--- src/rtl/core/tssf_pkg.sv ---
// shared widths, register codes and the trail entry layout
// no dependencies
package tssf_pkg;

  localparam int MAX_POINTS_DEF = 32;
  localparam int COORD_W        = 16;
  localparam int COLOR_W        = 8;
  localparam int CFG_LEN_W      = 6;
  localparam int IDX_W          = 5;
  localparam int CFG_IDX_W      = 3;
  localparam int CFG_DATA_W     = 8;

  localparam logic [CFG_LEN_W-1:0] CHAIN_LENGTH_RST = CFG_LEN_W'(2);

  typedef enum logic [CFG_IDX_W-1:0] {
    CFG_CHAIN_LENGTH,
    CFG_COLOR_RED,
    CFG_COLOR_GREEN,
    CFG_COLOR_BLUE,
    CFG_BASE_ALPHA
  } cfg_reg_t;

  typedef struct packed {
    logic signed [COORD_W-1:0] near_x;
    logic signed [COORD_W-1:0] near_y;
    logic signed [COORD_W-1:0] near_z;
    logic signed [COORD_W-1:0] far_x;
    logic signed [COORD_W-1:0] far_y;
    logic signed [COORD_W-1:0] far_z;
    logic [COLOR_W-1:0]        red;
    logic [COLOR_W-1:0]        green;
    logic [COLOR_W-1:0]        blue;
    logic [COLOR_W-1:0]        alpha;
  } entry_t;

endpackage

--- src/rtl/core/trail_strip_shift_fade.sv ---
// ribbon trail store with linear alpha fade, emits the whole trail per new head
// depends on tssf_pkg and tssf_div
//
//  channel  signals                      direction  carries
//  in       in_valid / in_ready          to block   new head near/far vertex, fade_enable
//  out      out_valid / out_ready        from block one trail entry, head first, is_last
//  cfg      cfg_valid / cfg_ready        to block   cfg_index, cfg_data
//
// one item runs through these steps in order: take the head, run the serial
// divider that sets the fade step, then read each ring entry and write back the faded ones
// reset clears the state and config registers and the entry valid bits at once, no sweep
// a stalled output holds the sequencer on the current entry; a new head is
// taken while the tail entry still waits in the output register
module trail_strip_shift_fade
  import tssf_pkg::*;
#(
  parameter int MAX_POINTS = MAX_POINTS_DEF
) (
  input  logic                      clk,
  input  logic                      rst,
  input  logic                      in_valid,
  output logic                      in_ready,
  input  logic signed [COORD_W-1:0] near_x,
  input  logic signed [COORD_W-1:0] near_y,
  input  logic signed [COORD_W-1:0] near_z,
  input  logic signed [COORD_W-1:0] far_x,
  input  logic signed [COORD_W-1:0] far_y,
  input  logic signed [COORD_W-1:0] far_z,
  input  logic                      fade_enable,
  output logic                      out_valid,
  input  logic                      out_ready,
  output logic [IDX_W-1:0]          entry_index,
  output logic signed [COORD_W-1:0] out_near_x,
  output logic signed [COORD_W-1:0] out_near_y,
  output logic signed [COORD_W-1:0] out_near_z,
  output logic signed [COORD_W-1:0] out_far_x,
  output logic signed [COORD_W-1:0] out_far_y,
  output logic signed [COORD_W-1:0] out_far_z,
  output logic [COLOR_W-1:0]        out_red,
  output logic [COLOR_W-1:0]        out_green,
  output logic [COLOR_W-1:0]        out_blue,
  output logic [COLOR_W-1:0]        out_alpha,
  output logic                      is_last,
  input  logic                      cfg_valid,
  output logic                      cfg_ready,
  input  logic [CFG_IDX_W-1:0]      cfg_index,
  input  logic [CFG_DATA_W-1:0]     cfg_data
);

  localparam int PTR_W = $clog2(MAX_POINTS);
  localparam int LEN_W = $clog2(MAX_POINTS + 1);
  localparam int CMP_W = (LEN_W > CFG_LEN_W) ? LEN_W : CFG_LEN_W;
  localparam logic [PTR_W-1:0] LAST_SLOT = PTR_W'(MAX_POINTS - 1);

  typedef enum logic [1:0] {
    IDLE,
    DIV,
    RD,
    PROC
  } state_t;

  state_t state;

  // configuration registers
  logic [CFG_LEN_W-1:0] chain_length;
  logic [COLOR_W-1:0]   color_red;
  logic [COLOR_W-1:0]   color_green;
  logic [COLOR_W-1:0]   color_blue;
  logic [COLOR_W-1:0]   base_alpha;

  assign cfg_ready = 1'b1;

  always_ff @(posedge clk) begin
    if (rst) begin
      chain_length <= CHAIN_LENGTH_RST;
      color_red    <= '0;
      color_green  <= '0;
      color_blue   <= '0;
      base_alpha   <= '0;
    end else if (cfg_valid && cfg_ready) begin
      case (cfg_index)
        CFG_CHAIN_LENGTH: chain_length <= cfg_data[CFG_LEN_W-1:0];
        CFG_COLOR_RED:    color_red    <= cfg_data[COLOR_W-1:0];
        CFG_COLOR_GREEN:  color_green  <= cfg_data[COLOR_W-1:0];
        CFG_COLOR_BLUE:   color_blue   <= cfg_data[COLOR_W-1:0];
        CFG_BASE_ALPHA:   base_alpha   <= cfg_data[COLOR_W-1:0];
        default: ;
      endcase
    end
  end

  // clamped length, kept as n-1
  logic [CMP_W-1:0] len_wide;
  logic [PTR_W-1:0] len_last;

  assign len_wide = CMP_W'(chain_length);

  always_comb begin
    if (len_wide < CMP_W'(2)) begin
      len_last = PTR_W'(1);
    end else if (len_wide > CMP_W'(MAX_POINTS)) begin
      len_last = LAST_SLOT;
    end else begin
      len_last = PTR_W'(len_wide - CMP_W'(1));
    end
  end

  // sequencer registers
  logic [PTR_W-1:0]   head;
  logic [PTR_W-1:0]   slot;
  logic [PTR_W-1:0]   idx;
  logic [PTR_W-1:0]   n_last;
  logic [COLOR_W-1:0] q_run;
  logic [PTR_W-1:0]   r_run;

  logic [PTR_W-1:0]   head_next;
  logic [PTR_W-1:0]   slot_next;
  logic [COLOR_W-1:0] q_next;
  logic [PTR_W-1:0]   r_next;
  logic [PTR_W:0]     r_sub;

  logic               in_fire;
  logic               out_free;
  logic               out_load;

  // divider for the fade step
  logic               div_done;
  logic [COLOR_W-1:0] div_quot;
  logic [PTR_W-1:0]   div_rem;

  tssf_div #(
    .DIV_W (PTR_W)
  ) u_div (
    .clk      (clk),
    .rst      (rst),
    .start    (in_fire),
    .dividend (base_alpha),
    .divisor  (len_last),
    .done     (div_done),
    .quot     (div_quot),
    .rem      (div_rem)
  );

  // ring memory
  entry_t             mem [MAX_POINTS];
  entry_t             rd_word;
  logic               rd_vld;
  logic [MAX_POINTS-1:0] vld;
  logic               we;
  logic [PTR_W-1:0]   waddr;
  entry_t             wdata;
  entry_t             head_word;
  entry_t             cur;
  entry_t             upd;
  logic               fade;

  always_ff @(posedge clk) begin
    if (we) begin
      mem[waddr] <= wdata;
    end
    rd_word <= mem[slot];
  end

  always_ff @(posedge clk) begin
    if (rst) begin
      vld    <= '0;
      rd_vld <= 1'b0;
    end else begin
      if (we) begin
        vld[waddr] <= 1'b1;
      end
      rd_vld <= vld[slot];
    end
  end

  assign in_ready  = (state == IDLE);
  assign in_fire   = in_valid && in_ready;
  assign out_free  = !out_valid || out_ready;
  assign out_load  = (state == PROC) && out_free;
  assign head_next = (head == '0) ? LAST_SLOT : head - PTR_W'(1);
  assign slot_next = (slot == LAST_SLOT) ? '0 : slot + PTR_W'(1);

  always_comb begin
    head_word.near_x = near_x;
    head_word.near_y = near_y;
    head_word.near_z = near_z;
    head_word.far_x  = far_x;
    head_word.far_y  = far_y;
    head_word.far_z  = far_z;
    head_word.red    = color_red;
    head_word.green  = color_green;
    head_word.blue   = color_blue;
    head_word.alpha  = fade_enable ? base_alpha : '0;
  end

  always_comb begin
    cur  = rd_vld ? rd_word : '0;
    fade = (idx != '0) && (cur.alpha != '0);
    upd  = cur;
    if (fade) begin
      upd.alpha = q_run;
    end
    we    = in_fire || ((state == PROC) && out_free && fade);
    waddr = in_fire ? head_next : slot;
    wdata = in_fire ? head_word : upd;
  end

  // running quotient and remainder of base_alpha*(n-1-i)/(n-1)
  always_comb begin
    r_sub = {1'b0, r_run} - {1'b0, div_rem};
    if (r_run < div_rem) begin
      r_next = PTR_W'(r_sub + {1'b0, n_last});
      q_next = q_run - div_quot - COLOR_W'(1);
    end else begin
      r_next = PTR_W'(r_sub);
      q_next = q_run - div_quot;
    end
  end

  always_ff @(posedge clk) begin
    if (rst) begin
      state     <= IDLE;
      head      <= '0;
      slot      <= '0;
      idx       <= '0;
      n_last    <= PTR_W'(1);
      q_run     <= '0;
      r_run     <= '0;
      out_valid <= 1'b0;
    end else begin
      out_valid <= out_load || (out_valid && !out_ready);
      case (state)
        IDLE: begin
          if (in_fire) begin
            head   <= head_next;
            slot   <= head_next;
            idx    <= '0;
            n_last <= len_last;
            state  <= DIV;
          end
        end
        DIV: begin
          if (div_done) begin
            q_run <= base_alpha;
            r_run <= '0;
            state <= RD;
          end
        end
        RD: begin
          state <= PROC;
        end
        PROC: begin
          if (out_free) begin
            entry_index <= IDX_W'(idx);
            out_near_x  <= upd.near_x;
            out_near_y  <= upd.near_y;
            out_near_z  <= upd.near_z;
            out_far_x   <= upd.far_x;
            out_far_y   <= upd.far_y;
            out_far_z   <= upd.far_z;
            out_red     <= upd.red;
            out_green   <= upd.green;
            out_blue    <= upd.blue;
            out_alpha   <= upd.alpha;
            is_last     <= (idx == n_last);
            if (idx == n_last) begin
              state <= IDLE;
            end else begin
              idx   <= idx + PTR_W'(1);
              slot  <= slot_next;
              q_run <= q_next;
              r_run <= r_next;
              state <= RD;
            end
          end
        end
        default: begin
          state <= IDLE;
        end
      endcase
    end
  end

endmodule

--- src/rtl/core/tssf_div.sv ---
// bit-serial restoring divider: alpha value by trail length minus one
// depends on tssf_pkg
module tssf_div
  import tssf_pkg::*;
#(
  parameter int DIV_W = 5
) (
  input  logic               clk,
  input  logic               rst,
  input  logic               start,
  input  logic [COLOR_W-1:0] dividend,
  input  logic [DIV_W-1:0]   divisor,
  output logic               done,
  output logic [COLOR_W-1:0] quot,
  output logic [DIV_W-1:0]   rem
);

  localparam int CNT_W = $clog2(COLOR_W);

  logic               busy;
  logic [CNT_W-1:0]   cnt;
  logic [COLOR_W-1:0] dq;
  logic [DIV_W-1:0]   rem_r;
  logic [DIV_W-1:0]   dsr;
  logic [DIV_W:0]     part;
  logic               take;

  assign part = {rem_r, dq[COLOR_W-1]};
  assign take = part >= {1'b0, dsr};
  assign quot = dq;
  assign rem  = rem_r;

  always_ff @(posedge clk) begin
    if (rst) begin
      busy <= 1'b0;
      done <= 1'b0;
      cnt  <= '0;
    end else begin
      done <= !start && busy && (cnt == '0);
      if (start) begin
        busy  <= 1'b1;
        cnt   <= CNT_W'(COLOR_W - 1);
        dq    <= dividend;
        rem_r <= '0;
        dsr   <= divisor;
      end else if (busy) begin
        rem_r <= take ? DIV_W'(part - {1'b0, dsr}) : DIV_W'(part);
        dq    <= {dq[COLOR_W-2:0], take};
        if (cnt == '0) begin
          busy <= 1'b0;
        end else begin
          cnt <= cnt - CNT_W'(1);
        end
      end
    end
  end

endmodule

--- config.mk ---
export PLATFORM = sky130hd
export DESIGN_NAME = trail_strip_shift_fade
export DESIGN_NICKNAME = d
export VERILOG_FILES = /design/src/rtl/core/tssf_pkg.sv /design/src/rtl/core/trail_strip_shift_fade.sv /design/src/rtl/core/tssf_div.sv
export SDC_FILE = /design/constraint.sdc
export NUM_CORES = 2
export LEC_CHECK = 0
export ABC_AREA = 1
export ABC_CLOCK_PERIOD_IN_PS = 8200
export BUFFER_PORTS_ARGS = -buffer_cell sky130_fd_sc_hd__buf_2
export CAP_MARGIN = 15
export CORE_UTILIZATION = 30
export CTS_CLUSTER_DIAMETER = 120
export DETAILED_ROUTE_END_ITERATION = 6
export MAX_ROUTING_LAYER = met4
export SYNTH_ARGS = -nofsm -noshare
export SYNTH_HDL_FRONTEND = slang
export SYNTH_SLANG_ARGS = --single-unit
--- constraint.sdc ---
create_clock -name clk -period 8.2 [get_ports clk]
set_input_delay 0.41 -clock clk [delete_from_list [all_inputs] [get_ports clk]]
set_output_delay 0.41 -clock clk [all_outputs]
set_load 0.02 [all_outputs]
==> metrics.yaml <==
holdPathEnd: "mem[6][108]"
via_per_inst: 5.21
fin_crit_sh: 0.619
outcome: "complete, but fails checks"
endpoint_kind: "flip-flop"
die_h_um: 763
fin_util: 0.347
slew_headroom: 0.139
grt_pass1_vias: 105000
cts-root-buf: "clkbuf_16"
grt_use_total: 0.178
powerDensity_nw_per_um2: 303
hold_viol_final: 1
clk_path_buf_depth: 4
drt_wl_total_um: 526000
cts.sinks: 4488
critPathLaunchType: "flip-flop"
r2r_slack_ns: 3.12
clock-skew-final_ns: 0.103
critical_path_class: "flip-flop to flip-flop"
fin_area_um2: 200000
antenna_found_initial: 38
postCtsSetupBuffers: 0
numCtsBuffers: 458
start_util: 0.301
cts_htree_levels: 5
yosys_register_bits: 4488
synthArstFlopShare: 0
hold_start: "near_y[12]"
leakage_nw: 65.2
tns_ns: 0
critPathMaxFanout: 56
nNetsFinal: 13500
netlist_area_um2: 174000
slew_viol_final: 0
synthCells: 13200
grt_overflow: 0
hpwl_um: 255000
drt.antenna.violating_nets: 0
synth_cell_types: 47
grt_pass1_wl_um: 753000
power_frac_seq: 0.460
drv_cap: 0
drc: 84
irDropWorstVdd_mv: 0.211
route.detailed.wl_per_inst_um: 24.5
worstReg2RegEnd: "mem[22][119]"
rsz0062_at_grt: "false"
synth_area_per_cell_um2: 13.2
dpl-instance-area_um2: 184000
setup_viol: 0
violations: "design-rule violations, negative hold slack"
synth_edf_count: 4248
drtPass1Iterations: 7
cts_tree: "yes"
nFillCells: 55400
internal-power_w: 0.0422
power.switching_w: 0.0185
cts.repair.resized: 0
io_pins: 250
areaGrowthSynthToFinish_pct: 15.4
clock.fmax_ghz: 0.197
coreArea_um2: 577000
layout_commonest_cell: "edfxtp_1"
syn_nets: 13300
r2r_cells: 10
crit_arrival_ns: 5.68
most-common-layout-cells: "edfxtp_1 (4248), nor2_1 (2467), o21ai_0 (2107)"
seq_area_frac_synth: 0.762
cp.required_ns: 8.80
die_area_um2: 582000
whs_path_depth: 3
place_congestion: 0.797
switching_share: 0.305
clkTransAtPathRegs_ns: 0.06
worstHoldPathType: "input pin to flip-flop"
drive_above_1_share: 0.102
p_clk_frac: 0.343
drt_iter0_drc: 13600
ys_warn_count: 0
hold_slack_ns: -0.0134
multiInputGateArea_um2: 36900
synth_ff_type: "edfxtp_1"
seq_area_um2: 132000
grt_max_degree: 208
die_w_um: 763
num_vias: 112000
io_buffers: 248
combPwrFrac: 0.197
layout_min_cycle_time_ns: 5.08
worstMarginPinSlew_ns: 1.29
r2r-start: "state[0]"
clock_latency_ns: 1.04
row_count: 279
==> sequential cells by signal, indices dropped and copies added, names as in the netlist, 6 cells and up <==
name          flops
out_blue          8
chain_length      6
out_alpha         8
rd_word         128
out_far_x        16
out_green         8
out_near_x       16
u_div.quot        8
mem            4096
out_near_z       16
out_red           8
color_red         8
vld              32
base_alpha        8
out_far_z        16
out_near_y       16
out_far_y        16
color_green       8
color_blue        8
q_run             8
==> layer usage <==
layer  GRT usage  wire [µm]
met2       0.278     243000
met5           -          0
met1       0.244     222000
met4      0.0452      13600
met3      0.0269      47100
==> metrics by stage <==
step / instances / power, W / hold slack (ns) / setup WS (ns)
floorplan: 13200 / 0.0356 / 0.425 / 0.793
global placement: 20500 / 0.0400 / 0.440 / 3.27
detailed placement: 20500 / 0.0401 / 0.447 / 3.23
CTS: 21400 / 0.0608 / 0.00143 / 3.13
global route: 21500 / 0.0629 / 0.00465 / 2.89
finish: 21500 / 0.0607 / -0.0134 / 3.12
==> cell usage after synthesis (2+ instances only) <==
library cell,number,area share
inv_1,276,0.0060
nor3_1,67,0.0019
edfxtp_1,4248,0.73
nand4_1,45,0.0016
a32oi_1,19,0.00096
nand3_2,4,0.00023
xnor2_1,5,0.00025
nand3b_1,4,0.00017
buf_1,27,0.00058
o221ai_1,305,0.015
inv_2,4,0.000086
nor2_1,2501,0.054
o21ai_1,114,0.0033
buf_2,230,0.0066
o21ai_2,3,0.00015
and3_1,18,0.00065
o211ai_1,112,0.0048
ha_1,30,0.0022
nand2_1,807,0.017
a31oi_1,115,0.0041
o22ai_1,646,0.023
buf_6,14,0.00091
fa_1,4,0.00046
or2_2,2,0.000072
o21ai_0,2235,0.064
xor2_1,14,0.00071
nand3_1,231,0.0067
nor4_1,2,0.000072
buf_4,41,0.0018
dfxtp_1,240,0.028
clkbuf_1,608,0.013
clkbuf_2,2,0.000058
a21oi_1,172,0.0050
==> cell families (layout without fill, tap and decap cells) <==
group	after synthesis	count (layout)	share of synthesized area
other	1	32	0.0000216
XOR/XNOR	19	19	0.000958
buffers and inverters	1203	1765	0.0292
AO/OA/AOI/OAI	3730	3730	0.122
flip-flops	4488	4488	0.762
adder cells (fa/ha/maj)	34	34	0.00262
AND/OR/NAND/NOR	3684	3684	0.0830
==> power groups by stage <==
stage	clock network, W	logic [W]	registers (W)
floorplan	0	0.00721	0.0284
global placement	0	0.0116	0.0284
detailed placement	0	0.0117	0.0284
CTS	0.0211	0.0118	0.0280
global route	0.0220	0.0130	0.0280
finish	0.0208	0.0120	0.0279
==> layout make-up <==
| class | count | share of cell area |
|---|---|---|
| Tap cell | 7727 | 0.0483 |
| Antenna cell | 31 | 0.000387 |
| Timing Repair Buffer | 616 | 0.0259 |
| Clock inverter | 246 | 0.0124 |
| Clock buffer | 622 | 0.0626 |
| Sequential cell | 4488 | 0.661 |
| Multi-Input combinational cell | 7468 | 0.184 |
| Inverter | 281 | 0.00551 |
==> worst max path at each step <==
stage          startpoint           end  cells past startpoint
2_1_floorplan    state[0]    mem[20][0]                      9
3_3_place_gp     in_valid  mem[22][119]                     10
3_5_place_dp     state[0]  mem[22][115]                     10
4_1_cts          state[0]  mem[22][113]                     10
5_1_grt          state[0]   mem[22][24]                     10
6_report         state[0]  mem[22][119]                     10
==> critical path, cell delays in order, from the launching register on <==
cell and delay (ns):
dfxtp_1 0.34, nor2_2 0.21, nand2_2 0.34, inv_8 0.48
buf_4 0.71, o21ai_2 0.19, nor2_1 0.20, nand2_1 0.27
nor2_4 0.61, buf_4 0.58, buf_4 0.56
==> what timing repair did <==
item	in CTS	in global routing
endpoints found under the hold margin	394	125
setup endpoints to repair	0	0
hold buffers	42	27
Note: power is estimated with default switching activity, not from simulation.
